===== config.mk =====
export PLATFORM = sky130hd
export DESIGN_NAME = key_event_search_fifo_flat
export DESIGN_NICKNAME = d
export VERILOG_FILES = /design/src/rtl/core/kesf_pkg.sv /design/src/rtl/core/kesf_if.sv /design/src/rtl/core/kesf_cell.sv /design/src/rtl/core/key_event_search_fifo.sv /design/src/flat_wrapper.sv
export SDC_FILE = /design/constraint.sdc
export NUM_CORES = 1
export LEC_CHECK = 0
export ABC_AREA = 1
export BUFFER_PORTS_ARGS = -buffer_cell sky130_fd_sc_hd__buf_4
export CORE_ASPECT_RATIO = 2
export CORE_MARGIN = 2
export CORE_UTILIZATION = 30
export DETAILED_ROUTE_END_ITERATION = 6
export PLACE_DENSITY = 0.53
export RECOVER_POWER = 50
export SLEW_MARGIN = 40
export SYNTH_ARGS = -nofsm -noshare
export SYNTH_HDL_FRONTEND = slang
export SYNTH_HIERARCHICAL = 1
export SYNTH_SLANG_ARGS = --single-unit
export TNS_END_PERCENT = 1

===== constraint.sdc =====
create_clock -name i_clk -period 2.5 [get_ports i_clk]
set_input_delay 0.25 -clock i_clk [delete_from_list [all_inputs] [get_ports i_clk]]
set_output_delay 0.25 -clock i_clk [all_outputs]
set_load 0.05 [all_outputs]

===== src/rtl/core/kesf_pkg.sv =====
// ----------------------------------------------------------------------------
// kesf_pkg
// Shared types and constants for the key event search FIFO.
// ----------------------------------------------------------------------------
package kesf_pkg;

    localparam int KEY_W  = 8;
    localparam int FILL_W = 5;

    typedef enum logic [1:0] {
        OP_PUSH   = 2'd0,
        OP_SEARCH = 2'd1,
        OP_CLEAR  = 2'd2,
        OP_NOP    = 2'd3
    } t_op;

    typedef enum logic [2:0] {
        ST_IDLE = 3'b001,
        ST_EXEC = 3'b010,
        ST_SCAN = 3'b100
    } t_state;

    typedef struct packed {
        logic             flag;
        logic [KEY_W-1:0] key;
    } t_entry;

    typedef struct packed {
        logic shift;
        logic load;
    } t_cell_ctl;

endpackage


===== src/rtl/core/kesf_if.sv =====
// ----------------------------------------------------------------------------
// kesf_if
// Valid/ready channels carrying operations in and results out.
// ----------------------------------------------------------------------------
interface kesf_in_if;
    logic                       valid;
    logic                       ready;
    logic [1:0]                 opcode;
    logic [kesf_pkg::KEY_W-1:0] key_code;
    logic                       block_flag;

    modport source (output valid, output opcode, output key_code, output block_flag,
                    input ready);
    modport sink   (input valid, input opcode, input key_code, input block_flag,
                    output ready);
endinterface

interface kesf_out_if;
    logic                        valid;
    logic                        ready;
    logic                        found;
    logic                        blocked;
    logic                        dropped_oldest;
    logic [kesf_pkg::FILL_W-1:0] fill_level;

    modport source (output valid, output found, output blocked, output dropped_oldest,
                    output fill_level, input ready);
    modport sink   (input valid, input found, input blocked, input dropped_oldest,
                    input fill_level, output ready);
endinterface


===== src/rtl/core/kesf_cell.sv =====
// ----------------------------------------------------------------------------
// kesf_cell
// One storage cell of the event chain: loads a new event or takes its
// neighbor's entry when the chain shifts toward the head.
// ----------------------------------------------------------------------------
module kesf_cell (
    input  logic                i_clk,
    input  kesf_pkg::t_cell_ctl i_ctl,
    input  kesf_pkg::t_entry    i_new,
    input  kesf_pkg::t_entry    i_next,
    output kesf_pkg::t_entry    o_entry
);

    kesf_pkg::t_entry r_entry;

    always_ff @(posedge i_clk) begin
        if (i_ctl.load) begin
            r_entry <= i_new;
        end else if (i_ctl.shift) begin
            r_entry <= i_next;
        end
    end

    assign o_entry = r_entry;

endmodule


===== src/rtl/core/key_event_search_fifo.sv =====
// ----------------------------------------------------------------------------
// key_event_search_fifo
// FIFO of key events held in a ring of cells; cell 0 is the head. A search
// rotates the ring one cell per cycle and stops on the first matching key,
// which leaves the match at the head with older entries past the tail.
// ----------------------------------------------------------------------------
// push, clear and unused opcodes: result registered from ST_EXEC once the output register is free
// search: result registered from ST_SCAN once a match reaches the head, or after a
//   full ring rotation when nothing matches (the full rotation restores order)
// one transaction at a time; the next is accepted once the result is in the
//   output register, which may still wait for the sink
// synchronous active-low reset empties the FIFO; stored events are not cleared
module key_event_search_fifo #(
    parameter int FIFO_DEPTH = 16
) (
    input  logic           i_clk,
    input  logic           i_rst_n,
    kesf_in_if.sink        i_in,
    kesf_out_if.source     o_out
);

    localparam int CW = $clog2(FIFO_DEPTH + 1);
    localparam int IW = $clog2(FIFO_DEPTH);

    kesf_pkg::t_state r_state, n_state;
    kesf_pkg::t_op    r_op, n_op;
    logic [kesf_pkg::KEY_W-1:0] r_key, n_key;
    logic             r_flag, n_flag;
    logic [CW-1:0]    r_count, n_count;
    logic [CW-1:0]    r_step, n_step;

    logic             r_out_valid, n_out_valid;
    logic             r_found, r_blocked, r_dropped;
    logic [kesf_pkg::FILL_W-1:0] r_fill;

    logic             w_out_free, w_out_write;
    logic             w_found, w_blocked, w_dropped;
    logic             w_push, w_rotate, w_full, w_hit;
    logic [CW+kesf_pkg::FILL_W-1:0] w_fill_ext;

    kesf_pkg::t_entry    w_entry [FIFO_DEPTH];
    kesf_pkg::t_cell_ctl w_ctl   [FIFO_DEPTH];
    kesf_pkg::t_entry    w_new;

    assign w_out_free = !r_out_valid || o_out.ready;
    assign w_full     = (r_count == CW'(FIFO_DEPTH));
    assign w_hit      = (r_step < r_count) && (w_entry[0].key == r_key);
    assign w_new      = '{flag: r_flag, key: r_key};

    always_comb begin
        n_state     = r_state;
        n_op        = r_op;
        n_key       = r_key;
        n_flag      = r_flag;
        n_count     = r_count;
        n_step      = r_step;
        n_out_valid = r_out_valid;
        w_out_write = 1'b0;
        w_found     = 1'b0;
        w_blocked   = 1'b0;
        w_dropped   = 1'b0;
        w_push      = 1'b0;
        w_rotate    = 1'b0;

        if (r_out_valid && o_out.ready) begin
            n_out_valid = 1'b0;
        end

        unique case (r_state)
            kesf_pkg::ST_IDLE: begin
                if (i_in.valid) begin
                    n_op   = kesf_pkg::t_op'(i_in.opcode);
                    n_key  = i_in.key_code;
                    n_flag = i_in.block_flag;
                    n_step = '0;
                    n_state = (kesf_pkg::t_op'(i_in.opcode) == kesf_pkg::OP_SEARCH)
                            ? kesf_pkg::ST_SCAN : kesf_pkg::ST_EXEC;
                end
            end
            kesf_pkg::ST_EXEC: begin
                if (w_out_free) begin
                    w_out_write = 1'b1;
                    case (r_op)
                        kesf_pkg::OP_PUSH: begin
                            w_push = 1'b1;
                            if (w_full) begin
                                w_dropped = 1'b1;
                            end else begin
                                n_count = r_count + CW'(1);
                            end
                        end
                        kesf_pkg::OP_CLEAR: n_count = '0;
                        default: ;
                    endcase
                    n_state = kesf_pkg::ST_IDLE;
                end
            end
            kesf_pkg::ST_SCAN: begin
                if (w_hit) begin
                    if (w_out_free) begin
                        w_out_write = 1'b1;
                        w_found     = 1'b1;
                        w_blocked   = w_entry[0].flag;
                        // entries rotated past the tail are the dropped older ones
                        n_count     = r_count - r_step;
                        n_state     = kesf_pkg::ST_IDLE;
                    end
                end else if (r_step == CW'(FIFO_DEPTH)) begin
                    if (w_out_free) begin
                        w_out_write = 1'b1;
                        n_state     = kesf_pkg::ST_IDLE;
                    end
                end else begin
                    w_rotate = 1'b1;
                    n_step   = r_step + CW'(1);
                end
            end
            default: n_state = kesf_pkg::ST_IDLE;
        endcase

        if (w_out_write) begin
            n_out_valid = 1'b1;
        end
    end

    assign w_fill_ext = {{kesf_pkg::FILL_W{1'b0}}, n_count};

    always_ff @(posedge i_clk) begin
        if (!i_rst_n) begin
            r_state     <= kesf_pkg::ST_IDLE;
            r_count     <= '0;
            r_step      <= '0;
            r_out_valid <= 1'b0;
        end else begin
            r_state     <= n_state;
            r_count     <= n_count;
            r_step      <= n_step;
            r_out_valid <= n_out_valid;
        end
    end

    always_ff @(posedge i_clk) begin
        r_op   <= n_op;
        r_key  <= n_key;
        r_flag <= n_flag;
        if (w_out_write) begin
            r_found   <= w_found;
            r_blocked <= w_blocked;
            r_dropped <= w_dropped;
            r_fill    <= w_fill_ext[kesf_pkg::FILL_W-1:0];
        end
    end

    // cell chain: a full push shifts out the head and loads the last cell
    for (genvar k = 0; k < FIFO_DEPTH; k++) begin : g_cell
        localparam int NXT = (k + 1) % FIFO_DEPTH;

        assign w_ctl[k].shift = w_rotate || (w_push && w_full);
        assign w_ctl[k].load  = w_push && (w_full ? (k == FIFO_DEPTH - 1)
                                                  : (r_count[IW-1:0] == IW'(k)));

        kesf_cell u_cell (
            .i_clk   (i_clk),
            .i_ctl   (w_ctl[k]),
            .i_new   (w_new),
            .i_next  (w_entry[NXT]),
            .o_entry (w_entry[k])
        );
    end

    assign i_in.ready           = (r_state == kesf_pkg::ST_IDLE);
    assign o_out.valid          = r_out_valid;
    assign o_out.found          = r_found;
    assign o_out.blocked        = r_blocked;
    assign o_out.dropped_oldest = r_dropped;
    assign o_out.fill_level     = r_fill;

    a_count_bound: assert property (@(posedge i_clk) disable iff (!i_rst_n)
        r_count <= CW'(FIFO_DEPTH))
        else $error("entry count beyond depth");

    a_step_bound: assert property (@(posedge i_clk) disable iff (!i_rst_n)
        (r_state == kesf_pkg::ST_SCAN) |-> (r_step <= CW'(FIFO_DEPTH)))
        else $error("scan ran past a full rotation");

    a_blocked_needs_found: assert property (@(posedge i_clk) disable iff (!i_rst_n)
        o_out.valid |-> !(o_out.blocked && !o_out.found))
        else $error("blocked reported without a match");

    a_found_not_dropped: assert property (@(posedge i_clk) disable iff (!i_rst_n)
        o_out.valid |-> !(o_out.found && o_out.dropped_oldest))
        else $error("search and push results mixed");

    a_rotate_idle_cells: assert property (@(posedge i_clk) disable iff (!i_rst_n)
        w_rotate |-> (r_state == kesf_pkg::ST_SCAN) && !w_push)
        else $error("ring rotation outside a search");

endmodule

===== src/flat_wrapper.sv =====
// flat-port wrapper written by rule: the top's interface ports become plain ports
module key_event_search_fifo_flat 
#(
    parameter int FIFO_DEPTH = 16
)
  (i_clk, i_rst_n, i_in_valid, i_in_opcode, i_in_key_code, i_in_block_flag, i_in_ready, o_out_valid, o_out_found, o_out_blocked, o_out_dropped_oldest, o_out_fill_level, o_out_ready);
  kesf_in_if i_in_i ();
  kesf_out_if o_out_i ();
  input  logic i_clk;
  input  logic i_rst_n;
  input wire logic [$bits(i_in_i.valid)-1:0] i_in_valid;
  input wire logic [$bits(i_in_i.opcode)-1:0] i_in_opcode;
  input wire logic [$bits(i_in_i.key_code)-1:0] i_in_key_code;
  input wire logic [$bits(i_in_i.block_flag)-1:0] i_in_block_flag;
  output wire logic [$bits(i_in_i.ready)-1:0] i_in_ready;
  output wire logic [$bits(o_out_i.valid)-1:0] o_out_valid;
  output wire logic [$bits(o_out_i.found)-1:0] o_out_found;
  output wire logic [$bits(o_out_i.blocked)-1:0] o_out_blocked;
  output wire logic [$bits(o_out_i.dropped_oldest)-1:0] o_out_dropped_oldest;
  output wire logic [$bits(o_out_i.fill_level)-1:0] o_out_fill_level;
  input wire logic [$bits(o_out_i.ready)-1:0] o_out_ready;
  assign i_in_i.valid = i_in_valid;
  assign i_in_i.opcode = i_in_opcode;
  assign i_in_i.key_code = i_in_key_code;
  assign i_in_i.block_flag = i_in_block_flag;
  assign i_in_ready = i_in_i.ready;
  assign o_out_valid = o_out_i.valid;
  assign o_out_found = o_out_i.found;
  assign o_out_blocked = o_out_i.blocked;
  assign o_out_dropped_oldest = o_out_i.dropped_oldest;
  assign o_out_fill_level = o_out_i.fill_level;
  assign o_out_i.ready = o_out_ready;
  key_event_search_fifo #(.FIFO_DEPTH(FIFO_DEPTH)) u_core (.i_clk(i_clk), .i_rst_n(i_rst_n), .i_in(i_in_i), .o_out(o_out_i));
endmodule

Word level (Yosys, flattened, before mapping)
Cells that the tools add are included.

storage, ports and cells
  input bits = 15
  register bits = 177
  logic and storage cells = 199

operators by class
  equality and inequality tests = 27
  magnitude comparators = 1
  multiplexer cells = 77
  $add $sub $neg = 3
  reductions and logical operators = 48

operator list
  cell                   count
  $mux W9                32
  $reduce_bool A2 Y1     18
  $mux W5                7
  $eq A4 B4 Y1 const B   8
  $pmux W5 S2            3
  $mux W1                28
  $logic_and A1 B1 Y1    19
  $eq A4 B3 Y1 const B   4
  $mux W3                5
  $add A5 B1 Y5 const B  2
  $eq A5 B5 Y1 const B   2
  $pmux W3 S3            1
  $eq A4 B2 Y1 const B   2
  $eq A8 B8 Y1           1
  $ne A2 B2 Y1 const B   3
  $reduce_and A2 Y1      3
  $reduce_and A3 Y1      2
  $lt A5 B5 Y1           1
  $sub A5 B5 Y5          1
  $eq A4 B1 Y1 const B   1
  $logic_not A4 Y1       1
  $reduce_and A4 Y1      1
  $eq A3 B1 Y1 const B   1
  $eq A3 B2 Y1 const B   1
  other kinds (8)        9

Depth between registers and ports, before layout
Gate-level depths: netlist (run 1).

  word-level depth = 8
  depth in mapped cells = 14

Cells and area by module
The synthesis (run 1) kept the hierarchy.

by module, submodules not included
  module                 instances  cells an instance  area each (µm²)
  kesf_cell              16         39                 392.9
  key_event_search_fifo  1          302                2208.4

Least setup slack after synthesis (run 1)
No wires, ideal clock.

  kind = reg2reg
  start = register u_core.r_step[3]
  end = register u_core.g_cell[0].u_cell.r_entry, in the netlist u_core/g_cell[0].u_cell/o_entry[0] (enable)
  setup slack = 114 ps
  arrival time = 2051 ps
  cell stages (with the launch flop) = 13
  period minus slack after synthesis = 2386 ps
  path buffers = 0
  cell sequence = dfxtp_1 > inv_1 > ha_1 > nand2_1 > inv_1 > nand2_1 > nand2_1 > nor2_2 > nor2_8 > nand2_4 > nand3_1 > o21ai_1 > or2_1

RTL lines
  what                    RTL line                      RTL
  from (decl)             key_event_search_fifo.sv:30   logic [CW-1:0] r_step, n_step;
  from (signal assigned)  key_event_search_fifo.sv:137  r_step <= n_step;
  to (signal assigned)    kesf_cell.sv:18               r_entry <= i_new;
  to (signal assigned)    kesf_cell.sv:20               r_entry <= i_next;
  to (decl)               kesf_cell.sv:14               kesf_pkg::t_entry r_entry;

==> results of run 1 <==
-- layout by cell type (no fill, tap or decap), types with 2 or more instances in the layout --
cell type	n
a21oi_1	16
buf_12	8
buf_4	43
bufinv_16	3
clkbuf_1	14
clkbuf_16	17
clkbuf_2	3
clkbuf_4	9
clkinv_1	4
clkinv_4	4
dfxtp_1	13
dlygate4sd3_1	11
edfxtp_1	163
ha_1	11
inv_1	47
inv_2	12
inv_6	4
inv_8	3
nand2_1	519
nand3_1	23
nand3_2	2
nand3b_1	2
nand4_1	5
nor2_1	33
nor2_2	2
nor2_4	2
nor3_1	7
o21ai_0	9
o21ai_1	2
or2_1	9
or2_4	8
xnor2_1	2
xor2_1	2
-- worst max-delay path by stage --
stage | endpoint | slack (ns) | cells after the start
after global placement | u_core/g_cell[1].u_cell/o_entry[1]$_DFFE_PP_ | -0.02 | 13
after CTS | u_core/g_cell[14].u_cell/o_entry[4]$_DFFE_PP_ | -0.005 | 13
after global routing | u_core/g_cell[5].u_cell/o_entry[4]$_DFFE_PP_ | 0.02 | 8
final | u_core/g_cell[14].u_cell/o_entry[4]$_DFFE_PP_ | 0.15 | 9
after detailed placement | u_core/g_cell[1].u_cell/o_entry[2]$_DFFE_PP_ | -0.06 | 13
after floorplan | u_core/g_cell[0].u_cell/o_entry[0]$_DFFE_PP_ | 0.11 | 12
-- layer usage --
layer	global-route usage, %	vias to the layer above	part of all wire, %
li1	-	3160	-
met1	15.9	2988	34
met2	31.6	157	58
met3	2.80	51	3.4
met4	8.86	0	4.1
met5	0	-	0
-- repair_timing --
action / 4_1_cts / 5_1_grt
endpoints found under the setup margin: 63 / 144
pin swaps: 0 / 0
hold buffers: 11 / 0
resized for setup: 7 / 4
endpoints found under the hold margin: 11 / 0
-- cell families after synthesis --
| logic type | synth area share (%) |
|---|---|
| flops | 60.9 |
| simple gates | 29.8 |
| buf+inv | 5.02 |
| fa+ha+maj | 1.86 |
| compound gates | 1.99 |
| xor+xnor | 0.413 |
-- sequential cells by signal, summed over array words and instances (netlist names) --
signal and flops:
u_core/g_cell.u_cell/o_entry 144, u_core/r_key 8, u_core/o_out.fill_level 5, u_core/o_out.valid 1, u_core/o_out.dropped_oldest 1, u_core/r_step 5, u_core/r_state 3, u_core/r_op 2
u_core/r_count 5, u_core/o_out.found 1, u_core/r_flag 1, u_core/o_out.blocked 1
-- power groups by stage --
stage	sequential (mW)	combinational, mW	clock, mW
after floorplan	3.34	0.148	0
after global routing	3.25	0.358	3.00
after detailed placement	3.32	0.325	0
after CTS	3.25	0.340	2.88
final	3.25	0.330	2.83
after global placement	3.32	0.323	0
-- layout make-up --
cell class                 count  area (um^2)  area share [%]
sequential                   177         5180            51.2
multi-input combinational    668         2900            28.7
timing repair buffer          88          728            7.20
tap                          356          445            4.41
clock buffer                  17          425            4.21
inverter                      63          236            2.34
clock inverter                15          199            1.97
-- stage by stage --
| step | utilization [%] | instances | hold slack (ns) |
|---|---|---|---|
| after global routing | 36.0 | 1384 | 0.0112 |
| after floorplan | - | 926 | 0.319 |
| final | 36.0 | 1384 | 0.0166 |
| after detailed placement | 33.6 | 1341 | 0.430 |
| after CTS | 36.2 | 1384 | 0.000683 |
| after global placement | 33.6 | 1341 | 0.430 |
-- worst reg2reg max path, stage by stage (launching register included) --
cell,delay (ns)
dfxtp_1,0.47
inv_1,0.17
ha_1,0.25
nand3_2,0.18
nand2_1,0.21
nor3_1,0.35
buf_4,0.23
inv_2,0.09
nand2_1,0.10
nand2_1,0.05
==> out/results.ini, run 1 <==
[status]
status = complete, no violations

[yosys]
synth_most_common_cell = nand2_1
syn_area_per_cell_um2 = 9.17
yosys.area.top_type = edfxtp_1
async_flop_share_pct = 0
yosys_register_bits = 177
synth_flop_cell = edfxtp_1
synthesis.area_um2 = 8490
ys_warn_count = 6
synth_top_cell_area_share_pct = 57.6
synth_cell_types = 37
synth_commonest_cells = nand2_1, edfxtp_1, inv_1
synth-edff-count = 163
ys_seq_area_share_pct = 60.9
synth_area_leaders = edfxtp_1, nand2_1, dfxtp_1
netlist_instances = 926
synth.net_count = 953

[grt]
antenna_found_initial = 0
grt_first_pass_wirelength_um = 36000
grt_pass1_vias = 6676
grt_start_max_net_pins = 18
grt-ovfl-total = 0
grt_use_total_pct = 16.4

[critical_path]
rr_startpoint = u_core/r_count[1]$_SDFF_PN0_
r2r-end = u_core/g_cell[14].u_cell/o_entry[4]$_DFFE_PP_
cp_cell_sequence = inv_1, ha_1, nand3_2, nand2_1, nor3_1, buf_4, inv_2, nand2_1, nand2_1
crit_top_cell = nand2_1
endpoint_kind = flop
cp.required_ns = 2.71
slowest_delay_ns = 0.47
worstPathArrival_ns = 2.56
cp-start-kind = flop
critPathTopFamily = simple AND/OR/NAND/NOR gates
crit_start = u_core/r_count[1]$_SDFF_PN0_
rrSetupSlack_ns = 0.15
worst-path-max-fanout = 10
ff2ff_path_depth = 9
crit_slowest_cell = dfxtp_1
criticalPathCategory = reg -> reg
cp.buffers_inverters = 3

[power]
leakagePower_nw = 4.33
max-vdd-ir-drop_mv = 0.452
p_clk_share_pct = 44.2
power_density_nw_per_um2 = 634
intPower_mw = 4.95
p_sw_share_pct = 22.9
p_seq_share_pct = 50.7
combPwrFrac_pct = 5.1
p_total_mw = 6.41
netSwitchingPower_mw = 1.47

[clock_network]
htreeDepth = 4
clock_sinks = 177
cts_buffer_depth = 2
insertion_delay_ns = 0.45
cts_root_buf = clkbuf_16
post_cts_buffers = 0
clk_pin_slew_ns = 0.07
tritoncts = built
cts_buffers = 17

[min_path]
min_path_type = in -> reg
hold_depth = 2
hold_start = i_rst_n
hold_path_end = u_core/r_state[0]$_SDFFE_PN1P_

[timing]
post-route-period-util_pct = 94.1
slew_headroom_pct = 56.3
worst_slack_ns = 0.147
finClkSkew_ns = 0.0111
finalSetupTns_ns = 0
worstMarginPinSlew_ns = 0.659
max_freq_mhz = 425
finalSetupViolations = 0
hold_viol = 0
drv_slew = 0
grt_setup_unrepaired = false
period_needed_ns = 2.35

[die]
initial_utilization_pct = 30.2
die_area_um2 = 29800
die_h_um = 242
die_x_um = 123
row_count = 87
core-area_um2 = 28100
io_pins = 25

[cells_and_area]
drive_gt1_share_pct = 12.5
final_nets = 1042
final_area_um2 = 10100
fillers = 2895
diodes = 0
area_growth_pct = 19.0

[placed_design]
placed_area_um2 = 9430
place_hpwl_um = 16800
finalWeightedCongestion = 0.839
dp_slack_ns = -0.0577
port_buffers = 24

[routing]
wirelength_um = 22700
ant_nets = 0
drc_errors = 0
drtIter0Drc = 463
viasPerCell = 4.59
first_pass_iters = 5
drt-wirelength-per-cell_um = 16.4
vias = 6356

[run]
drv_cap = 0

No activity file was read; power rests on OpenSTA's default activity.
==> inputs of run 2 (changes only) <==
--- a/config.mk
+++ b/config.mk
@@ -18,4 +18,3 @@
 export SYNTH_HDL_FRONTEND = slang
 export SYNTH_HIERARCHICAL = 1
 export SYNTH_SLANG_ARGS = --single-unit
-export TNS_END_PERCENT = 1
==> constraint.sdc (replaced) <==
create_clock -name i_clk -period 2.5 [get_ports i_clk]
set_input_delay 0 -clock i_clk [delete_from_list [all_inputs] [get_ports i_clk]]
set_output_delay 0 -clock i_clk [all_outputs]
set_load 0.05 [all_outputs]
==> run 2 against run 1 <==
  * Non-clock buffer count is the same
  * Register-to-register slack got worse by 0.02 ns
  * Combinational power rose by 2%
  * Global-route usage fell by 0.46 points
  * Clock-buffer cell count stayed put
  * Total power fell by 1.6%
  * Critical path type unchanged
  * Largest cell class unchanged
  * Highest routed layer unchanged
==> out/results.ini, run 2 (synthesized netlist as in run 1, its figures left out) <==
[routing]
drt-wirelength-per-cell_um = 16.2
drtIter0Drc = 410
wirelength_um = 22400
ant_nets = 0
drc_errors = 0
viasPerCell = 4.52
vias = 6250
first_pass_iters = 5

[cells_and_area]
drive_gt1_share_pct = 13.4
diodes = 0
multi_input_area_um2 = 2910
largest_register_ffs = 144
seqCellArea_um2 = 5170
area_growth_pct = 19.1
layout_common_cells = nand2_1, edfxtp_1, buf_4
fin_cells = 1384
fillers = 2861
final_common_cell = nand2_1
final_nets = 1042

[critical_path]
cp.required_ns = 2.61
criticalPathCategory = reg -> reg
crit_start = u_core/r_step[2]$_SDFFE_PN0P_
rr_startpoint = u_core/r_step[2]$_SDFFE_PN0P_
worstPathArrival_ns = 2.49
cp-start-kind = flop
endpoint_kind = flop
worst-path-max-fanout = 16

[timing]
hold_viol = 0
finalSetupTns_ns = 0
slew_headroom_pct = 55.6
period_needed_ns = 2.38
drv_slew = 0
finClkSkew_ns = 0.00828
grt_setup_unrepaired = true
fin_hold_ws_ns = 0.0853
max_freq_mhz = 421
post-route-period-util_pct = 95.1
worstMarginPinSlew_ns = 0.668
finalSetupViolations = 0

[run]
drv_cap = 0

[clock_network]
cts_root_buf = clkbuf_16
clk_pin_slew_ns = 0.07
htreeDepth = 4
cts_buffers = 17
tritoncts = built
cts_buffer_depth = 2
insertion_delay_ns = 0.45
clock_sinks = 177

[die]
row_count = 87
die_area_um2 = 29800
io_pins = 25
die_x_um = 123
core-area_um2 = 28100
initial_utilization_pct = 30.2
die_h_um = 242

[placed_design]
port_buffers = 24
finalWeightedCongestion = 0.843
place_hpwl_um = 16700
dp_cells = 1339

[status]
status = complete, no violations

[grt]
grt_start_max_net_pins = 18
antenna_found_initial = 0
grt_pass1_vias = 6399
grt_first_pass_wirelength_um = 34800
grt-ovfl-total = 0
grt_use_total_pct = 15.9

[power]
leakagePower_nw = 4.33
p_total_mw = 6.31
max-vdd-ir-drop_mv = 0.480
power_density_nw_per_um2 = 624

[min_path]
min_path_type = in -> reg
hold_start = o_out_ready

-- run 2: cell count changes in the layout (fill, tap and decap cells not counted), moves of 3 or more --
cell      change
inv_2         +9
clkbuf_1      -4
inv_1         -8
or2_4         -5
buf_4         +4
or2_1         +5
clkbuf_2      -3
inv_6         +3
-- run 2: final timing paths --
check	endpoint	slack [ns]	cells past startpoint
worst min-delay path	u_core/o_out.found$_SDFFCE_PN0P_	0.09	4
worst min register to register	u_core/g_cell[14].u_cell/o_entry[7]$_DFFE_PP_	0.51	2
worst max-delay path	u_core/g_cell[13].u_cell/o_entry[3]$_DFFE_PP_	0.12	10
worst max register to register	u_core/g_cell[13].u_cell/o_entry[3]$_DFFE_PP_	0.12	10
-- run 2: routing by layer --
| layer | up-vias | part of all wire, % | track usage, % |
|---|---|---|---|
| met4 | 0 | 4.1 | 8.86 |
| met1 | 2919 | 34 | 14.5 |
| met3 | 55 | 3.0 | 3.25 |
| li1 | 3156 | - | - |
| met5 | - | 0 | 0 |
| met2 | 120 | 59 | 31.2 |
-- run 2: per-stage QoR --
stage / worst slack, ns / utilization (%) / instance area, um^2
2_1_floorplan: 0.114 / - / 8490
4_1_cts: 0.0188 / 36.1 / 10100
6_report: 0.123 / 36.0 / 10100
5_1_grt: -0.0802 / 36.0 / 10100
3_5_place_dp: 0.0255 / 33.5 / 9410
3_3_place_gp: 0.0502 / 33.5 / 9410
-- run 2: critical path: stages (launching register included) --
cell and delay [ns]:
dfxtp_1 0.34, inv_1 0.07, ha_2 0.38, nand4_1 0.12, nor2_2 0.21, nor2_8 0.07
nand2_4 0.05, nand3_1 0.08, o21ai_1 0.16, buf_12 0.19, or2_1 0.36
-- run 2: cell type report --
type | count | share of cell area, %
Inverter | 63 | 2.34
Sequential cell | 177 | 51.1
Multi-Input combinational cell | 668 | 28.8
Tap cell | 356 | 4.40
Timing Repair Buffer | 88 | 7.47
Clock inverter | 15 | 1.68
Clock buffer | 17 | 4.20
-- run 2: timing repair --
item / CTS / global route
setup buffers: 0 / 0
endpoints found under the hold margin: 16 / 0
endpoints found under the setup margin: 0 / 145
gates resized for setup: 0 / 6
hold buffers: 13 / 0
-- run 2: power breakdown --
group          switching, mW  leakage (nW)  internal (mW)
Sequential            0.0244          1.59           3.23
Clock                   1.22         0.288           1.50
Combinational          0.222          2.46          0.115
